[src/rtl/octn_pkg.sv]
// ----------------------------------------------------------------------------
// octn_pkg: shared constants and types for the octahedral normal decoder
// Divider and root widths follow from OUT_FRAC_BITS; front widths are fixed.
// ----------------------------------------------------------------------------
package octn_pkg;

    // output fraction bits, valid range 8..14 (2^F must fit the signed OUT_W field)
    localparam int OUT_FRAC_BITS = 14;

    localparam int CODE_W = 16;                 // octahedral code width
    localparam int MAG_W  = 16;                 // integer component magnitude
    localparam int SQ_W   = 2 * MAG_W;          // squared magnitude
    localparam int S_W    = 32;                 // squared length, <= 65535^2
    localparam int OUT_W  = 16;                 // result field width

    localparam logic [MAG_W:0] CODE_MAX = 17'h0FFFF;

    // floor(c^2 * 2^(2F+2) / s) needs 2F+3 bits, one per divider stage
    localparam int QUO_W = 2 * OUT_FRAC_BITS + 3;
    // isqrt of the quotient is at most 2^(F+1): F+2 bits, one per root stage
    localparam int ROOT_W = OUT_FRAC_BITS + 2;
    localparam int RAD_W  = 2 * ROOT_W;
    // signed workspace wide enough for any root before truncation to OUT_W
    localparam int EXT_W  = 34;

    localparam logic [QUO_W-1:0]  QUO_MAX  = QUO_W'(1) << (QUO_W - 1);
    localparam logic [ROOT_W-1:0] ROOT_MAX = ROOT_W'(1) << (ROOT_W - 1);

    localparam int FRONT_LAT = 4;
    localparam int PIPE_LAT  = FRONT_LAT + QUO_W + ROOT_W + 1;

    // per-lane control that travels with the data
    typedef struct packed {
        logic valid;
        logic neg;
    } lane_ctl_t;

endpackage

[src/rtl/octn_sqrt.sv]
// ----------------------------------------------------------------------------
// octn_sqrt: pipelined restoring integer square root, one root bit per stage
// Floor square root of the divider quotient for one lane.
// ----------------------------------------------------------------------------
module octn_sqrt
(
    input  logic                        clk,
    input  logic                        rst_n,
    input  octn_pkg::lane_ctl_t         ctl_in,
    input  logic [octn_pkg::QUO_W-1:0]  rad,
    output octn_pkg::lane_ctl_t         ctl_out,
    output logic [octn_pkg::ROOT_W-1:0] root
);
    import octn_pkg::*;

    localparam int LAST  = ROOT_W - 1;
    localparam int REM_W = ROOT_W + 1;
    localparam int TR_W  = ROOT_W + 3;

    lane_ctl_t         ctl_reg  [ROOT_W];
    logic [RAD_W-1:0]  rad_reg  [ROOT_W];
    logic [REM_W-1:0]  rem_reg  [ROOT_W];
    logic [ROOT_W-1:0] root_reg [ROOT_W];

    for (genvar k = 0; k < ROOT_W; k++)
    begin : g_step
        logic [RAD_W-1:0]  rad_src;
        logic [REM_W-1:0]  rem_prev;
        logic [ROOT_W-1:0] root_prev;
        lane_ctl_t         ctl_src;
        logic [TR_W-1:0]   trial;
        logic [TR_W-1:0]   tsub;
        logic [TR_W-1:0]   diff;
        logic              take;
        logic [REM_W-1:0]  rem_next;
        logic [ROOT_W-1:0] root_next;

        if (k == 0)
        begin : g_first
            assign rad_src   = {{(RAD_W - QUO_W){1'b0}}, rad};
            assign rem_prev  = '0;
            assign root_prev = '0;
            assign ctl_src   = ctl_in;
        end
        else
        begin : g_next
            assign rad_src   = rad_reg[k-1];
            assign rem_prev  = rem_reg[k-1];
            assign root_prev = root_reg[k-1];
            assign ctl_src   = ctl_reg[k-1];
        end

        always_comb
        begin
            // bring down the next pair of radicand bits, try root*4+1
            trial     = {rem_prev, rad_src[RAD_W-1-2*k -: 2]};
            tsub      = {1'b0, root_prev, 2'b01};
            diff      = trial - tsub;
            take      = (trial >= tsub);
            rem_next  = take ? diff[REM_W-1:0] : trial[REM_W-1:0];
            root_next = {root_prev[ROOT_W-2:0], take};
        end

        always_ff @(posedge clk or negedge rst_n)
        begin
            if (!rst_n)
            begin
                ctl_reg[k] <= '0;
            end
            else
            begin
                ctl_reg[k] <= ctl_src;
            end
        end

        always_ff @(posedge clk)
        begin
            rad_reg[k]  <= rad_src;
            rem_reg[k]  <= rem_next;
            root_reg[k] <= root_next;
        end
    end

    assign ctl_out = ctl_reg[LAST];
    assign root    = root_reg[LAST];

`ifndef NO_ASSERTIONS
    a_rem_bound: assert property (@(posedge clk) disable iff (!rst_n)
        ctl_reg[LAST].valid |-> (rem_reg[LAST] <= {root_reg[LAST], 1'b0}))
        else $error("square root remainder above 2*root");
    a_root_bound: assert property (@(posedge clk) disable iff (!rst_n)
        ctl_reg[LAST].valid |-> (root_reg[LAST] <= ROOT_MAX))
        else $error("root exceeds 2^(F+1)");
`endif

endmodule
[config.mk]
export PLATFORM = sky130hd
export DESIGN_NAME = octn_sqrt
export DESIGN_NICKNAME = d
export VERILOG_FILES = /design/src/rtl/octn_pkg.sv /design/src/rtl/octn_sqrt.sv
export SDC_FILE = /design/constraint.sdc
export NUM_CORES = 1
export LEC_CHECK = 0
export ABC_AREA = 1
export BUFFER_PORTS_ARGS = -buffer_cell sky130_fd_sc_hd__buf_2
export CAP_MARGIN = 20
export CELL_PAD_IN_SITES_DETAIL_PLACEMENT = 1
export CELL_PAD_IN_SITES_GLOBAL_PLACEMENT = 1
export CORE_ASPECT_RATIO = 0.75
export CORE_UTILIZATION = 34
export DETAILED_ROUTE_END_ITERATION = 10
export PLACE_DENSITY = 0.69
export SLEW_MARGIN = 20
export SYNTH_ARGS = -nofsm -noshare
export SYNTH_HDL_FRONTEND = slang
export SYNTH_SLANG_ARGS = --single-unit
[constraint.sdc]
create_clock -name clk -period 2.2 [get_ports clk]
set_clock_uncertainty 0.05 [all_clocks]
set_input_delay 0.22 -clock clk [delete_from_list [all_inputs] [get_ports clk]]
set_output_delay 0.22 -clock clk [all_outputs]
set_load 0.05 [all_outputs]
Yosys cells after proc, flatten, opt, wreduce, memory -nomap -nowiden
Memories as Yosys holds them, arrays and structs flattened.
Cells that the tools add are included.
Cells by class
  add/subtract/negate cells: 16
  muxes and demuxes: 16
  $lt $le $gt $ge: 16
Operator list (number)
  $ge A19 B18 Y1: 15
  $mux W17: 16
  $sub A17 B17 Y17: 15
  $sub A1 B1 Y2 const B: 1
  $ge A1 B1 Y1 const B: 1
Word-level totals
  memory bits (writable): 1040
  word-level logic and storage cells: 83
  input bits: 35
  memories: 3
  register bits after elaboration: 32
  output and inout port bits: 18
Memories
  rad_reg: words 16, width 32, rd ports 15, clocked after Yosys merged registers in 0, wr ports 16, RTL line octn_sqrt.sv:21  | logic [RAD_W-1:0] rad_reg [ROOT_W];
  rem_reg: words 16, width 17, rd ports 15, clocked after Yosys merged registers in 0, wr ports 16, RTL line octn_sqrt.sv:22  | logic [REM_W-1:0] rem_reg [ROOT_W];
  root_reg: words 16, width 16, rd ports 16, clocked after Yosys merged registers in 0, wr ports 16, RTL line octn_sqrt.sv:23  | logic [ROOT_W-1:0] root_reg [ROOT_W];

Logic depth before layout (Yosys ltp)
An unclocked memory read counts as a cell.
  depth in word-level cells: 3
  gate-level depth with buffers: 14
  depth with buffers taken out: 14

Least setup slack after synthesis
Ideal clock, no wire load.
  kind: register -> register
  start point: memory root_reg[12][8] (netlist name)
  end point: memory rem_reg[1][93] (netlist name)
  setup slack: 0.452 ns
  data required time: 2.037 ns
  clock period less this slack: 1.748 ns
  cell stages (with the launch flop): 14
  setup time: 0.113 ns
  buffers on the path: 1
  data arrival time: 1.585 ns
  cells stage by stage: dfxtp_1 -> inv_1 -> ha_1 -> nand2_1 -> inv_2 -> nand2_1 -> nand2_1 -> inv_1 -> nand3_2 -> nand2_2 -> nand3_4 -> buf_8 -> nand2_1 -> nand2_1
RTL lines (RTL line)
  from (decl): octn_sqrt.sv:23
  to (decl): octn_sqrt.sv:22

==> summary.md <==
| Metric | Value |
|---|---|
| Worst min-delay path class | `primary input to async pin` |
| Status | `complete, no violations` |
| Power Dens Cells | `1170 nW/um^2` |
| Post-synth EDFFs | `0` |
| Reg2Reg Launch Point | `root_reg[10][0]$_DFF_P_` |
| Pre-CTS setup slack | `-0.0920 ns` |
| Clock Tree Buf Depth | `3` |
| Slowest-stage cell, CP | `ha_1` |
| Max-slew violation count | `0` |
| Flops & latches, synth | `640` |
| Post-route DRC | `0` |
| Number of distinct library cells after synthesis | `49` |
| Final Critical Period | `2.14 ns` |
| Gr ovfl total | `0` |
| RSZ-0062 raised after global routing | `true` |
| Syn_nets | `3,586` |
| Die area | `78,900 sq um` |
| CTS HTree Levels | `3` |
| Antenna violations before repair | `3` |
| Synth Cell Area | `about 26,000 sq um` |
| Layout cell share with drive strength beyond 1 | `0.0929` |
| Main flop type after synthesis | `dfxtp_1` |
| Setup TNS | `0 ns` |
| Achievable frequency | `468 MHz` |
| Seq/Total Area, Yosys | `0.491` |
| CTS tree | `yes` |
| Peak supply drop | `between 0.6 and 0.7 mV` |
| Nets | `3,785` |
| Post-DP HPWL | `54.6 mm` |
| Total track usage | `0.180` |
| Async set or reset register ratio after synthesis | `0.0500` |
| Max transition margin | `0.524` |
| Die H | `between 200 and 250 um` |
| Dpl cells | `4,523` |
| Pleak | `16.6 nW` |
| Placer congestion estimate | `0.862` |
| Crit-path most repeated cell | `nand2_1` |
| Non-filler cells, final | `roughly 4,700` |
| Fin crit share | `0.971` |
| Via count of the first global-routing pass | `21,814` |
| Port Buffers | `52` |
| Crit. End Element | `register` |
| Final setup violation count | `0` |
| First-pass GRT wire length | `around 110 mm` |
| Chip width | `324 um` |
| Nature of the critical path startpoint | `register` |
| Hold slack | `0.148 ns` |
| Critical path data required time | `2.65 ns` |
| Met3 Usage GRT | `0.0276` |
| Met2 usage | `0.280` |
| Vias per inst | `4.51` |
| Pre-antenna DRT Iters | `5` |
| CP cell instances | `inv_1 > ha_1 > nand2_1 > nor3_1 > nand3_1 > o21bai_1 > nor2_4 > buf_12 > nand2_1 > nand2_1` |
| Clk root buf | `clkbuf_16` |
| Area grow syn2layout | `18.2%` |
| Arrival time at the worst endpoint | `2.58 ns` |
| Total power | `~37 mW` |
| Max cap viols | `0` |
| CTS Buf Count | `67` |
| DP Area | `28,300 sq um` |
| Yosys warns | `0` |
| Final wirelength | `70.0 mm` |
| Initial core utilization | `0.343` |
| Layout Utilization | `0.406` |
| Reg clk slew, reported paths | `0.06 ns` |
| Post-DRT Antenna Nets | `0` |
| Core ar. | `77,000 sq um` |
| Mapped Avg Cell Area | `7.77 sq um` |
| FILL cells | `between 9,000 and 10,000` |
| Worst setup margin | `0.0648 ns` |
| Vias | `approximately 21,000` |
| Clock Latency Late Sink | `approximately 0.63 ns` |
| Worst r2r dst | `rem_reg[1][61]$_DFF_P_` |
| Iteration-0 DRC Markers | `about 1,100` |
| Core Rows | `88` |
| Clk sinks | `640` |
| GR Util met1 | `0.260` |
| Post-Syn Instances | `about 3,400` |
| R2R depth | `10` |
| Setup Crit Path Kind | `register to register` |
| Final Hold Fails | `0` |
| Wirelength per Cell | `14.9 um` |
| I/O Pins | `53` |
| Final instance area | `around 31,000 sq um` |
| Max incr delay on CP | `0.37 ns` |
| Largest net degree at the start of global routing | `33` |
| Worst Path Max Fanout | `16` |
| Largest register FFs | `approximately 250` |
| Flop2flop setup slack | `approximately 0.065 ns` |
| Worst-margin pin slew | `0.714 ns` |
| Most used routing layer | `met2` |
==> worst max path at each step <==
stage,end,from,cells after the start,slack [ns]
2_1_floorplan,rem_reg[1][93]$_DFF_P_,root_reg[12][8]$_DFF_P_,13,0.45
3_3_place_gp,rem_reg[1][16]$_DFF_P_,rad_reg[7][30]$_DFF_P_,10,-0.07
3_5_place_dp,rem_reg[1][16]$_DFF_P_,rad_reg[7][30]$_DFF_P_,10,-0.09
4_1_cts,rem_reg[1][3]$_DFF_P_,rad_reg[7][30]$_DFF_P_,11,0.003
5_1_grt,rem_reg[1][116]$_DFF_P_,root_reg[13][8]$_DFF_P_,12,-0.04
6_report,rem_reg[1][61]$_DFF_P_,root_reg[10][0]$_DFF_P_,10,0.06
==> routing by layer <==
layer | routed length, um | share of wire | up-vias
li1 | - | - | 10882
met1 | 35800 | 0.51 | 9915
met2 | 30200 | 0.43 | 273
met3 | 2760 | 0.039 | 79
met4 | 1240 | 0.018 | 0
met5 | 0 | 0 | -
==> cells in the final DEF (no fill, tap or decap), types with 50 or more instances in the layout <==
cell          n
a21oi_1     109
buf_2        52
buf_4        67
clkbuf_16    69
dfxtp_1     605
ha_1        145
inv_1       591
nand2_1    1105
nand3_1     171
nand4_1      82
nor2_1      190
o21ai_0      50
xor2_1       61
==> power by group <==
part,internal [mW],switching [mW]
Sequential,13.6,1.53
Clock,6.87,4.80
Combinational,3.45,6.33
==> area by class of cell <==
type | instances | area (sq um) | share of cell area
sequential | 640 | 13000 | 0.415
multi-input combinational | 2130 | 11100 | 0.356
inverter | 599 | 2250 | 0.0720
clock buffer | 95 | 1990 | 0.0638
tap | 1035 | 1290 | 0.0414
timing repair buffer | 161 | 1260 | 0.0403
clock inverter | 25 | 333 | 0.0107
antenna | 1 | 2.50 | 0.0000801
==> timing repair <==
| action | 4_1_cts | 5_1_grt |
|---|---|---|
| buffers inserted | 0 | 6 |
| hold buffers | 34 | 0 |
| resized for setup | 3 | 44 |
| setup endpoints to repair | 26 | 107 |
| cloned | 0 | 2 |
| pin swaps | 0 | 6 |
| endpoints found under the hold margin | 65 | 0 |
==> cells by family after synthesis <==
family	count (synthesis)	share of synthesized area
simple gates	1690	0.273
flops	640	0.491
buf+inv	632	0.0949
compound gates	200	0.0411
fa+ha+maj	151	0.0715
xor+xnor	86	0.0285
other cells	1	0.000142
==> critical path, delay by kind of cell (launching register included) <==
kind	cells	cell delay, ns
buffers and inverters	2	0.21
flip-flops	1	0.32
adder cells (fa/ha/maj)	1	0.37
AO/OA/AOI/OAI	1	0.31
AND/OR/NAND/NOR	6	0.76
==> cells in the mapped netlist (2+ instances only) <==
cell type | n | area share
nor3_2 | 3 | 0.0011
xnor2_1 | 25 | 0.0083
nor3_1 | 42 | 0.0080
inv_2 | 8 | 0.0011
o21ai_0 | 54 | 0.010
a21oi_1 | 114 | 0.022
a21o_1 | 2 | 0.00057
o21a_1 | 3 | 0.00085
inv_1 | 591 | 0.084
dfxtp_1 | 608 | 0.46
o21ai_1 | 6 | 0.0011
and3_1 | 3 | 0.00071
nor2_4 | 9 | 0.0038
nand2_1 | 1109 | 0.16
o21bai_1 | 6 | 0.0017
nand4_1 | 82 | 0.019
o21ai_2 | 3 | 0.00099
nand3_4 | 3 | 0.0020
dfrtp_1 | 32 | 0.030
buf_6 | 10 | 0.0043
nor4_1 | 2 | 0.00047
nor2_2 | 11 | 0.0026
nand3b_1 | 22 | 0.0062
ha_1 | 151 | 0.071
o211ai_1 | 2 | 0.00057
a21oi_2 | 4 | 0.0013
nor2_1 | 199 | 0.028
nand2_4 | 2 | 0.00085
nand3_2 | 7 | 0.0027
buf_2 | 12 | 0.0023
or2_2 | 4 | 0.00095
nand3_1 | 171 | 0.032
xor2_1 | 61 | 0.020
buf_4 | 9 | 0.0026
nand2_2 | 12 | 0.0028
and2_1 | 5 | 0.0012
Power figures use the tool's default switching activity.
