**config.mk**
```make
export PLATFORM = sky130hd
export DESIGN_NAME = octn_div
export DESIGN_NICKNAME = d
export VERILOG_FILES = /design/src/rtl/octn_pkg.sv /design/src/rtl/octn_div.sv
export SDC_FILE = /design/constraint.sdc
export NUM_CORES = 2
export LEC_CHECK = 0
export BUFFER_PORTS_ARGS = -buffer_cell sky130_fd_sc_hd__clkbuf_2
export CAP_MARGIN = 15
export CELL_PAD_IN_SITES_DETAIL_PLACEMENT = 2
export CELL_PAD_IN_SITES_GLOBAL_PLACEMENT = 2
export CORE_ASPECT_RATIO = 1.1
export CORE_UTILIZATION = 25
export CTS_BUF_LIST = sky130_fd_sc_hd__clkbuf_8 sky130_fd_sc_hd__clkbuf_16
export DETAILED_ROUTE_END_ITERATION = 10
export PLACE_DENSITY_LB_ADDON = 0.2
export SETUP_SLACK_MARGIN = 0.2
export SLEW_MARGIN = 0
export SYNTH_ARGS = -nofsm -noshare
export SYNTH_HDL_FRONTEND = slang
export SYNTH_SLANG_ARGS = --single-unit
export TNS_END_PERCENT = 20
```
**constraint.sdc**
```tcl
create_clock -name clk -period 3.93 [get_ports clk]
set_input_delay 0 -clock clk [delete_from_list [all_inputs] [get_ports clk]]
set_output_delay 0 -clock clk [all_outputs]
set_load 0.05 [all_outputs]
```
**src/rtl/octn_pkg.sv**
```systemverilog
// ----------------------------------------------------------------------------
// octn_pkg: shared constants and types for the octahedral normal decoder
// Divider and root widths follow from OUT_FRAC_BITS; front widths are fixed.
// ----------------------------------------------------------------------------
package octn_pkg;

    // output fraction bits, valid range 8..14 (2^F must fit the signed OUT_W field)
    localparam int OUT_FRAC_BITS = 14;

    localparam int CODE_W = 16;                 // octahedral code width
    localparam int MAG_W  = 16;                 // integer component magnitude
    localparam int SQ_W   = 2 * MAG_W;          // squared magnitude
    localparam int S_W    = 32;                 // squared length, <= 65535^2
    localparam int OUT_W  = 16;                 // result field width

    localparam logic [MAG_W:0] CODE_MAX = 17'h0FFFF;

    // floor(c^2 * 2^(2F+2) / s) needs 2F+3 bits, one per divider stage
    localparam int QUO_W = 2 * OUT_FRAC_BITS + 3;
    // isqrt of the quotient is at most 2^(F+1): F+2 bits, one per root stage
    localparam int ROOT_W = OUT_FRAC_BITS + 2;
    localparam int RAD_W  = 2 * ROOT_W;
    // signed workspace wide enough for any root before truncation to OUT_W
    localparam int EXT_W  = 34;

    localparam logic [QUO_W-1:0]  QUO_MAX  = QUO_W'(1) << (QUO_W - 1);
    localparam logic [ROOT_W-1:0] ROOT_MAX = ROOT_W'(1) << (ROOT_W - 1);

    localparam int FRONT_LAT = 4;
    localparam int PIPE_LAT  = FRONT_LAT + QUO_W + ROOT_W + 1;

    // per-lane control that travels with the data
    typedef struct packed {
        logic valid;
        logic neg;
    } lane_ctl_t;

endpackage

```
**src/rtl/octn_div.sv**
```systemverilog
// ----------------------------------------------------------------------------
// octn_div: pipelined restoring divider, one quotient bit per stage
// Computes floor(c2 * 2^(2F+2) / s) for one lane.
// ----------------------------------------------------------------------------
module octn_div
(
    input  logic                        clk,
    input  logic                        rst_n,
    input  octn_pkg::lane_ctl_t         ctl_in,
    input  logic [octn_pkg::SQ_W-1:0]   c2,
    input  logic [octn_pkg::S_W-1:0]    s,
    output octn_pkg::lane_ctl_t         ctl_out,
    output logic [octn_pkg::QUO_W-1:0]  quo
);
    import octn_pkg::*;

    localparam int LAST = QUO_W - 1;

    lane_ctl_t        ctl_reg [QUO_W];
    logic [S_W-1:0]   rem_reg [QUO_W];
    logic [S_W-1:0]   div_reg [QUO_W];
    logic [QUO_W-1:0] quo_reg [QUO_W];

    for (genvar k = 0; k < QUO_W; k++)
    begin : g_step
        logic [S_W:0]     trial;
        logic [S_W:0]     diff;
        logic [S_W-1:0]   div_src;
        logic [QUO_W-1:0] quo_prev;
        lane_ctl_t        ctl_src;
        logic             take;
        logic [S_W-1:0]   rem_next;
        logic [QUO_W-1:0] quo_next;

        if (k == 0)
        begin : g_first
            // c2 >> 1 is below s, so the first trial is c2 itself
            assign trial    = {1'b0, c2};
            assign div_src  = s;
            assign quo_prev = '0;
            assign ctl_src  = ctl_in;
        end
        else
        begin : g_next
            assign trial    = {rem_reg[k-1], 1'b0};
            assign div_src  = div_reg[k-1];
            assign quo_prev = quo_reg[k-1];
            assign ctl_src  = ctl_reg[k-1];
        end

        always_comb
        begin
            diff     = trial - {1'b0, div_src};
            take     = (trial >= {1'b0, div_src});
            rem_next = take ? diff[S_W-1:0] : trial[S_W-1:0];
            quo_next = {quo_prev[QUO_W-2:0], take};
        end

        always_ff @(posedge clk or negedge rst_n)
        begin
            if (!rst_n)
            begin
                ctl_reg[k] <= '0;
            end
            else
            begin
                ctl_reg[k] <= ctl_src;
            end
        end

        always_ff @(posedge clk)
        begin
            rem_reg[k] <= rem_next;
            div_reg[k] <= div_src;
            quo_reg[k] <= quo_next;
        end
    end

    assign ctl_out = ctl_reg[LAST];
    assign quo     = quo_reg[LAST];

`ifndef NO_ASSERTIONS
    a_rem_below_div: assert property (@(posedge clk) disable iff (!rst_n)
        ctl_reg[LAST].valid |-> (rem_reg[LAST] < div_reg[LAST]))
        else $error("divider remainder not below divisor");
    a_quo_bound: assert property (@(posedge clk) disable iff (!rst_n)
        ctl_reg[LAST].valid |-> (quo_reg[LAST] <= QUO_MAX))
        else $error("quotient exceeds 2^(2F+2)");
`endif

endmodule

```
# Word level (Yosys, flattened, before mapping)
# Memories as Yosys holds them, arrays and structs flattened.
# Index checks and enable logic that the tools add are counted.
# op_classes
addsub	31
n_lt_le_gt_ge	31
mux	31
# op_table
cell	count
two-way mux 32 bit	31
subtractor 32 bit	31
>= comparator 33 x 32 -> 1 bit	30
>= comparator 32 bit	1
# word_totals
ff_bits	62
mem_bits_rw	2945
in_bits	68
output_inout_bits	33
word_cells	158
mem_count	3
# mem_list
name	words	word_bits	rd	rd_ports_with_merged_regs	write_ports	line	text
div_reg	31	32	30	0	31	octn_div.sv:21	logic [S_W-1:0] div_reg [QUO_W];
rem_reg	31	32	30	0	31	octn_div.sv:20	logic [S_W-1:0] rem_reg [QUO_W];
quo_reg	31	31	31	0	31	octn_div.sv:22	logic [QUO_W-1:0] quo_reg [QUO_W];

# Longest topological paths before layout
# An unclocked memory read counts as a cell.
# logic_depth
depth_word	3
depth_mapped	16
depth_no_buf	14

# Worst setup path before layout
# OpenSTA, ideal clock, no wires.
# synth_timing
path_kind	reg-to-reg
from	mem div_reg[1][1], in the netlist div_reg[0][33]
to	mem rem_reg[2][4], in the netlist rem_reg[0][68]
setup_ps	121
arrival_time_ps	3131
required_time_ps	3809
setup_slack_ps	678
path_stages_with_launch	15
n_path_buf	1
period_less_slack_ps	3252
path_cell_list	dfxtp_1 > inv_1 > ha_1 > nor2b_1 > o21a_1 > o21ai_1 > a21oi_1 > o21ai_1 > o31ai_1 > a21bo_2 > a21oi_1 > a21oi_1 > a2111oi_4 > buf_4 > mux2_2
# synth_lines
element	line
start, declared	octn_div.sv:21
end, declared	octn_div.sv:20

==> insert_results.sql <==
INSERT INTO impl_metrics (metric_group, metric, value, unit) VALUES
('global_routing', 'via_count_of_the_first_global_routing_pass', '94600', ''),
('global_routing', 'global_route.usage.total', '0.158', ''),
('worst_setup_path', 'setup.worst_path.start', 'div_reg[6][70]', ''),
('clock_network', 'clk_pin_slew', '0.06', 'ns'),
('finish', 'fill_cells', '48900', ''),
('clock_network', 'clk_latency', '0.95', 'ns'),
('floorplanning', 'fp.dieArea', '0.447', 'mm²'),
('clock_network', 'cts_max_path_buffers', '4', ''),
('synth', 'dominantRegCellSynth', 'sky130_fd_sc_hd__dfxtp_1', ''),
('synth', 'synth.avg_cell_area', '9.37', 'µm²'),
('finish', 'stdcell_count', '18400', ''),
('pwr', 'power-per-cell-area', '986', 'mW/mm²'),
('route', 'totalWireLength', '361000', 'µm'),
('finish', 'syn2layout_area_growth', '18.8', '%'),
('timing', 'finalClockSkew', '0.0965', 'ns'),
('synth', 'post_synth_instance_area', '0.111', 'mm²'),
('global_routing', 'grt_start_max_net_pins', '63', ''),
('placed_design', 'placed_cells_incl_taps', '17700', ''),
('clock_network', 'numCtsBuffers', '294', ''),
('floorplanning', 'fp-row-count', '256', ''),
('global_routing', 'grt_first_pass_wirelength', '558000', 'µm'),
('floorplanning', 'die_w', '637', 'µm'),
('clock_network', 'cts_max_level', '5', ''),
('placed_design', 'place.port_buffers', '100', ''),
('worst_setup_path', 'critical_path_class', 'flip-flop to flip-flop', ''),
('worst_setup_path', 'critPathCaptureType', 'flip-flop', ''),
('floorplanning', 'fp.coreArea', '0.442', 'mm²'),
('finish', 'ff_latch_area', '0.0499', 'mm²'),
('synth', 'synth_enable_flop_cells', '0', ''),
('floorplanning', 'effective_utilization_at_floorplan', '0.251', ''),
('route', 'remaining_number_of_nets_flagged_by_the_antenna_check_after_routing', '0', ''),
('placed_design', 'placed_cell_area', '0.120', 'mm²'),
('route', 'detailedRoute.firstIterationViolations', '2762', ''),
('worst_setup_path', 'timing.critical_path.required', '4.77', 'ns'),
('timing', 'fin_crit', '3.68', 'ns'),
('synth', 'yosysUniqueCellTypes', '104', ''),
('route', 'wire_per_inst', '19.6', 'µm'),
('timing', 'fmaxAchievable', '0.272', 'GHz'),
('finish', 'area_of_the_multi_input_gates', '0.0559', 'mm²'),
('status', 'outcome', 'complete, no violations', ''),
('timing', 'hold_viol_final', '0', ''),
('clock_network', 'clock_tree_from_tritoncts', 'built', ''),
('route', 'via_per_inst', '4.61', ''),
('timing', 'post-route-period-util', '0.936', ''),
('worst_setup_path', 'r2r_cells', '13', ''),
('worst_setup_path', 'path_max_fanout', '24', ''),
('synth', 'ys_warn_count', '0', ''),
('finish', 'finalInstanceArea', '0.132', 'mm²'),
('run', 'cap_viol_max_count', '0', ''),
('route', 'vias', '84800', ''),
('worst_setup_path', 'reg_to_reg_endpoint', 'rem_reg[1][356]', ''),
('min_path', 'hold_path_class', 'input pin to asynchronous set/reset pin', ''),
('placed_design', 'detailedPlacementHpwl', '288000', 'µm'),
('timing', 'transition_time_at_the_pin_with_the_least_slew_margin', '0.918', 'ns'),
('synth', 'synth_async_sr_flop_share', '0.0250', ''),
('route', 'drc', '0', ''),
('finish', 'nets', '13400', ''),
('timing', 'slew_headroom', '0.383', ''),
('floorplanning', 'floorplan.die.height', '701', 'µm'),
('worst_setup_path', 'r2r-start', 'div_reg[6][70]', ''),
('clock_network', 'clockRootBuffer', 'sky130_fd_sc_hd__clkbuf_16', ''),
('worst_setup_path', 'worstPathArrival', '4.52', 'ns'),
('synth', 'syn_nets', '12900', ''),
('timing', 'grt_setup_unrepaired', 'true', ''),
('synth', 'postSynthRegisterBits', '2478', ''),
('synth', 'ys_seq_area_frac', '0.450', ''),
('finish', 'post_route_cells_drive_above_1_share', '0.0966', ''),
('finish', 'utilization', '0.298', ''),
('global_routing', 'initial_antenna_violation_count', '8', ''),
('floorplanning', 'number_of_ports_placed_on_the_die_boundary', '101', ''),
('clock_network', 'cts_sinks', '2478', ''),
('global_routing', 'global_route.overflow_total', '0', ''),
('worst_setup_path', 'cp-start-kind', 'flip-flop', ''),
('pwr', 'power.leakage', '59.9', 'nW'),
('worst_setup_path', 'endpoint', 'rem_reg[1][356]', ''),
('worst_setup_path', 'reg2reg_slack', '0.25', 'ns'),
('route', 'firstDrtPassIters', '5', ''),
('timing', 'maxSlewViolCount', '0', ''),
('synth', 'syn_inst', '11900', ''),
('timing', 'setup_viol', '0', ''),
('placed_design', 'finalWeightedCongestion', '0.823', ''),
('pwr', 'vdd_ir_drop_max', '0.000320', 'V');
## synthesized netlist by cell type, drive strengths merged (191+ instances only)
master / count / share of area
dfxtp: 2416 / 0.44
inv: 1245 / 0.042
ha: 991 / 0.11
nand2: 973 / 0.033
o21ai: 937 / 0.042
a21oi: 852 / 0.039
nor2: 603 / 0.020
a21o: 468 / 0.032
xnor2: 445 / 0.035
xor2: 363 / 0.029
mux2: 277 / 0.028
clkbuf: 191 / 0.0065
## cell usage in the layout (no fill, tap or decap), types with 134 or more instances in the layout
master / netlist / layout
sky130_fd_sc_hd__nand3_1: 144 / 143
sky130_fd_sc_hd__nand2_1: 973 / 973
sky130_fd_sc_hd__mux2_2: 226 / 226
sky130_fd_sc_hd__nand4_1: 149 / 149
sky130_fd_sc_hd__inv_1: 1242 / 1289
sky130_fd_sc_hd__dlygate4sd3_1: 0 / 134
sky130_fd_sc_hd__xor2_1: 363 / 363
sky130_fd_sc_hd__buf_4: 9 / 188
sky130_fd_sc_hd__nor2_1: 603 / 602
sky130_fd_sc_hd__xnor2_1: 445 / 445
sky130_fd_sc_hd__clkbuf_16: 0 / 302
sky130_fd_sc_hd__a21o_1: 468 / 468
sky130_fd_sc_hd__nor2b_1: 135 / 135
sky130_fd_sc_hd__dfxtp_1: 2416 / 2413
sky130_fd_sc_hd__o21ai_0: 902 / 888
sky130_fd_sc_hd__o21a_1: 137 / 136
sky130_fd_sc_hd__nand2b_1: 155 / 155
sky130_fd_sc_hd__ha_1: 991 / 987
sky130_fd_sc_hd__a21oi_1: 846 / 832
## worst min path at each step
stage | start | endpoint | slack, ns | cells past startpoint
floorplan | rst_n | ctl_out[0] | -0.30 | 0
global placement | ctl_in[1] | ctl_reg[61] | 0.11 | 1
detailed placement | ctl_in[1] | ctl_reg[61] | 0.11 | 1
CTS | rst_n | ctl_out[1] | 0.008 | 4
global route | rst_n | ctl_out[1] | 0.07 | 4
finish | rst_n | ctl_out[1] | 0.1 | 4
## report_power, final
part	switching, mW	leakage, nW	internal [mW]
registers	6.00	21.1	33.9
clock network	11.5	5.13	17.1
logic	35.0	33.7	26.6
total	52.5	59.9	77.6
## per-layer routing
layer,vias up,wire [µm],share of wire,GRT usage
met5,-,0,0,0
met4,0,9450,0.026,0.0405
met3,452,8320,0.023,0.0176
met2,701,191000,0.53,0.306
met1,42000,153000,0.42,0.181
li1,41700,-,-,-
## critical path: stages (launching register included)
cell,delay (ns)
sky130_fd_sc_hd__dfxtp_1,0.34
sky130_fd_sc_hd__inv_1,0.05
sky130_fd_sc_hd__ha_1,0.37
sky130_fd_sc_hd__a21o_1,0.23
sky130_fd_sc_hd__a211o_1,0.31
sky130_fd_sc_hd__o31ai_2,0.32
sky130_fd_sc_hd__a21oi_1,0.21
sky130_fd_sc_hd__a221o_1,0.40
sky130_fd_sc_hd__a21oi_2,0.20
sky130_fd_sc_hd__nor2_1,0.08
sky130_fd_sc_hd__o21a_1,0.21
sky130_fd_sc_hd__nor2b_4,0.29
sky130_fd_sc_hd__buf_12,0.21
sky130_fd_sc_hd__mux2_2,0.34
## stage by stage
stage	setup slack (ns)	total power [mW]	hold WS [ns]	setup TNS [ns]
detailed placement	-0.101	102	0.112	-0.420
floorplan	0.678	81.1	-0.296	0
global placement	-0.0627	100	0.111	-0.184
global route	0.0504	141	0.0741	0
finish	0.253	130	0.0992	0
CTS	0.0821	132	0.00767	0
## logic make-up after synthesis
| logic type | share of synthesized area |
|---|---|
| compound gates | 0.178 |
| simple gates | 0.110 |
| flops | 0.450 |
| buf+inv | 0.0521 |
| fa+ha+maj | 0.117 |
| xor+xnor | 0.0637 |
| mux | 0.0301 |
## timing repair
item / CTS / global route
hold buffers: 135 / 0
cloned: 2 / 5
setup endpoints to repair: 165 / 553
hold endpoints to repair: 129 / 0
pin swaps: 6 / 23
gates resized for setup: 19 / 64
buffers inserted: 4 / 22
## cell type report
| type | instances | area share |
|---|---|---|
| multi-input combinational | 7872 | 0.423 |
| tap | 5805 | 0.0551 |
| antenna | 6 | 0.000114 |
| clock buffer | 338 | 0.0607 |
| timing repair buffer | 459 | 0.0305 |
| inverter | 1245 | 0.0354 |
| sequential | 2478 | 0.378 |
| clock inverter | 193 | 0.0164 |
Power figures use the tool's default switching activity.
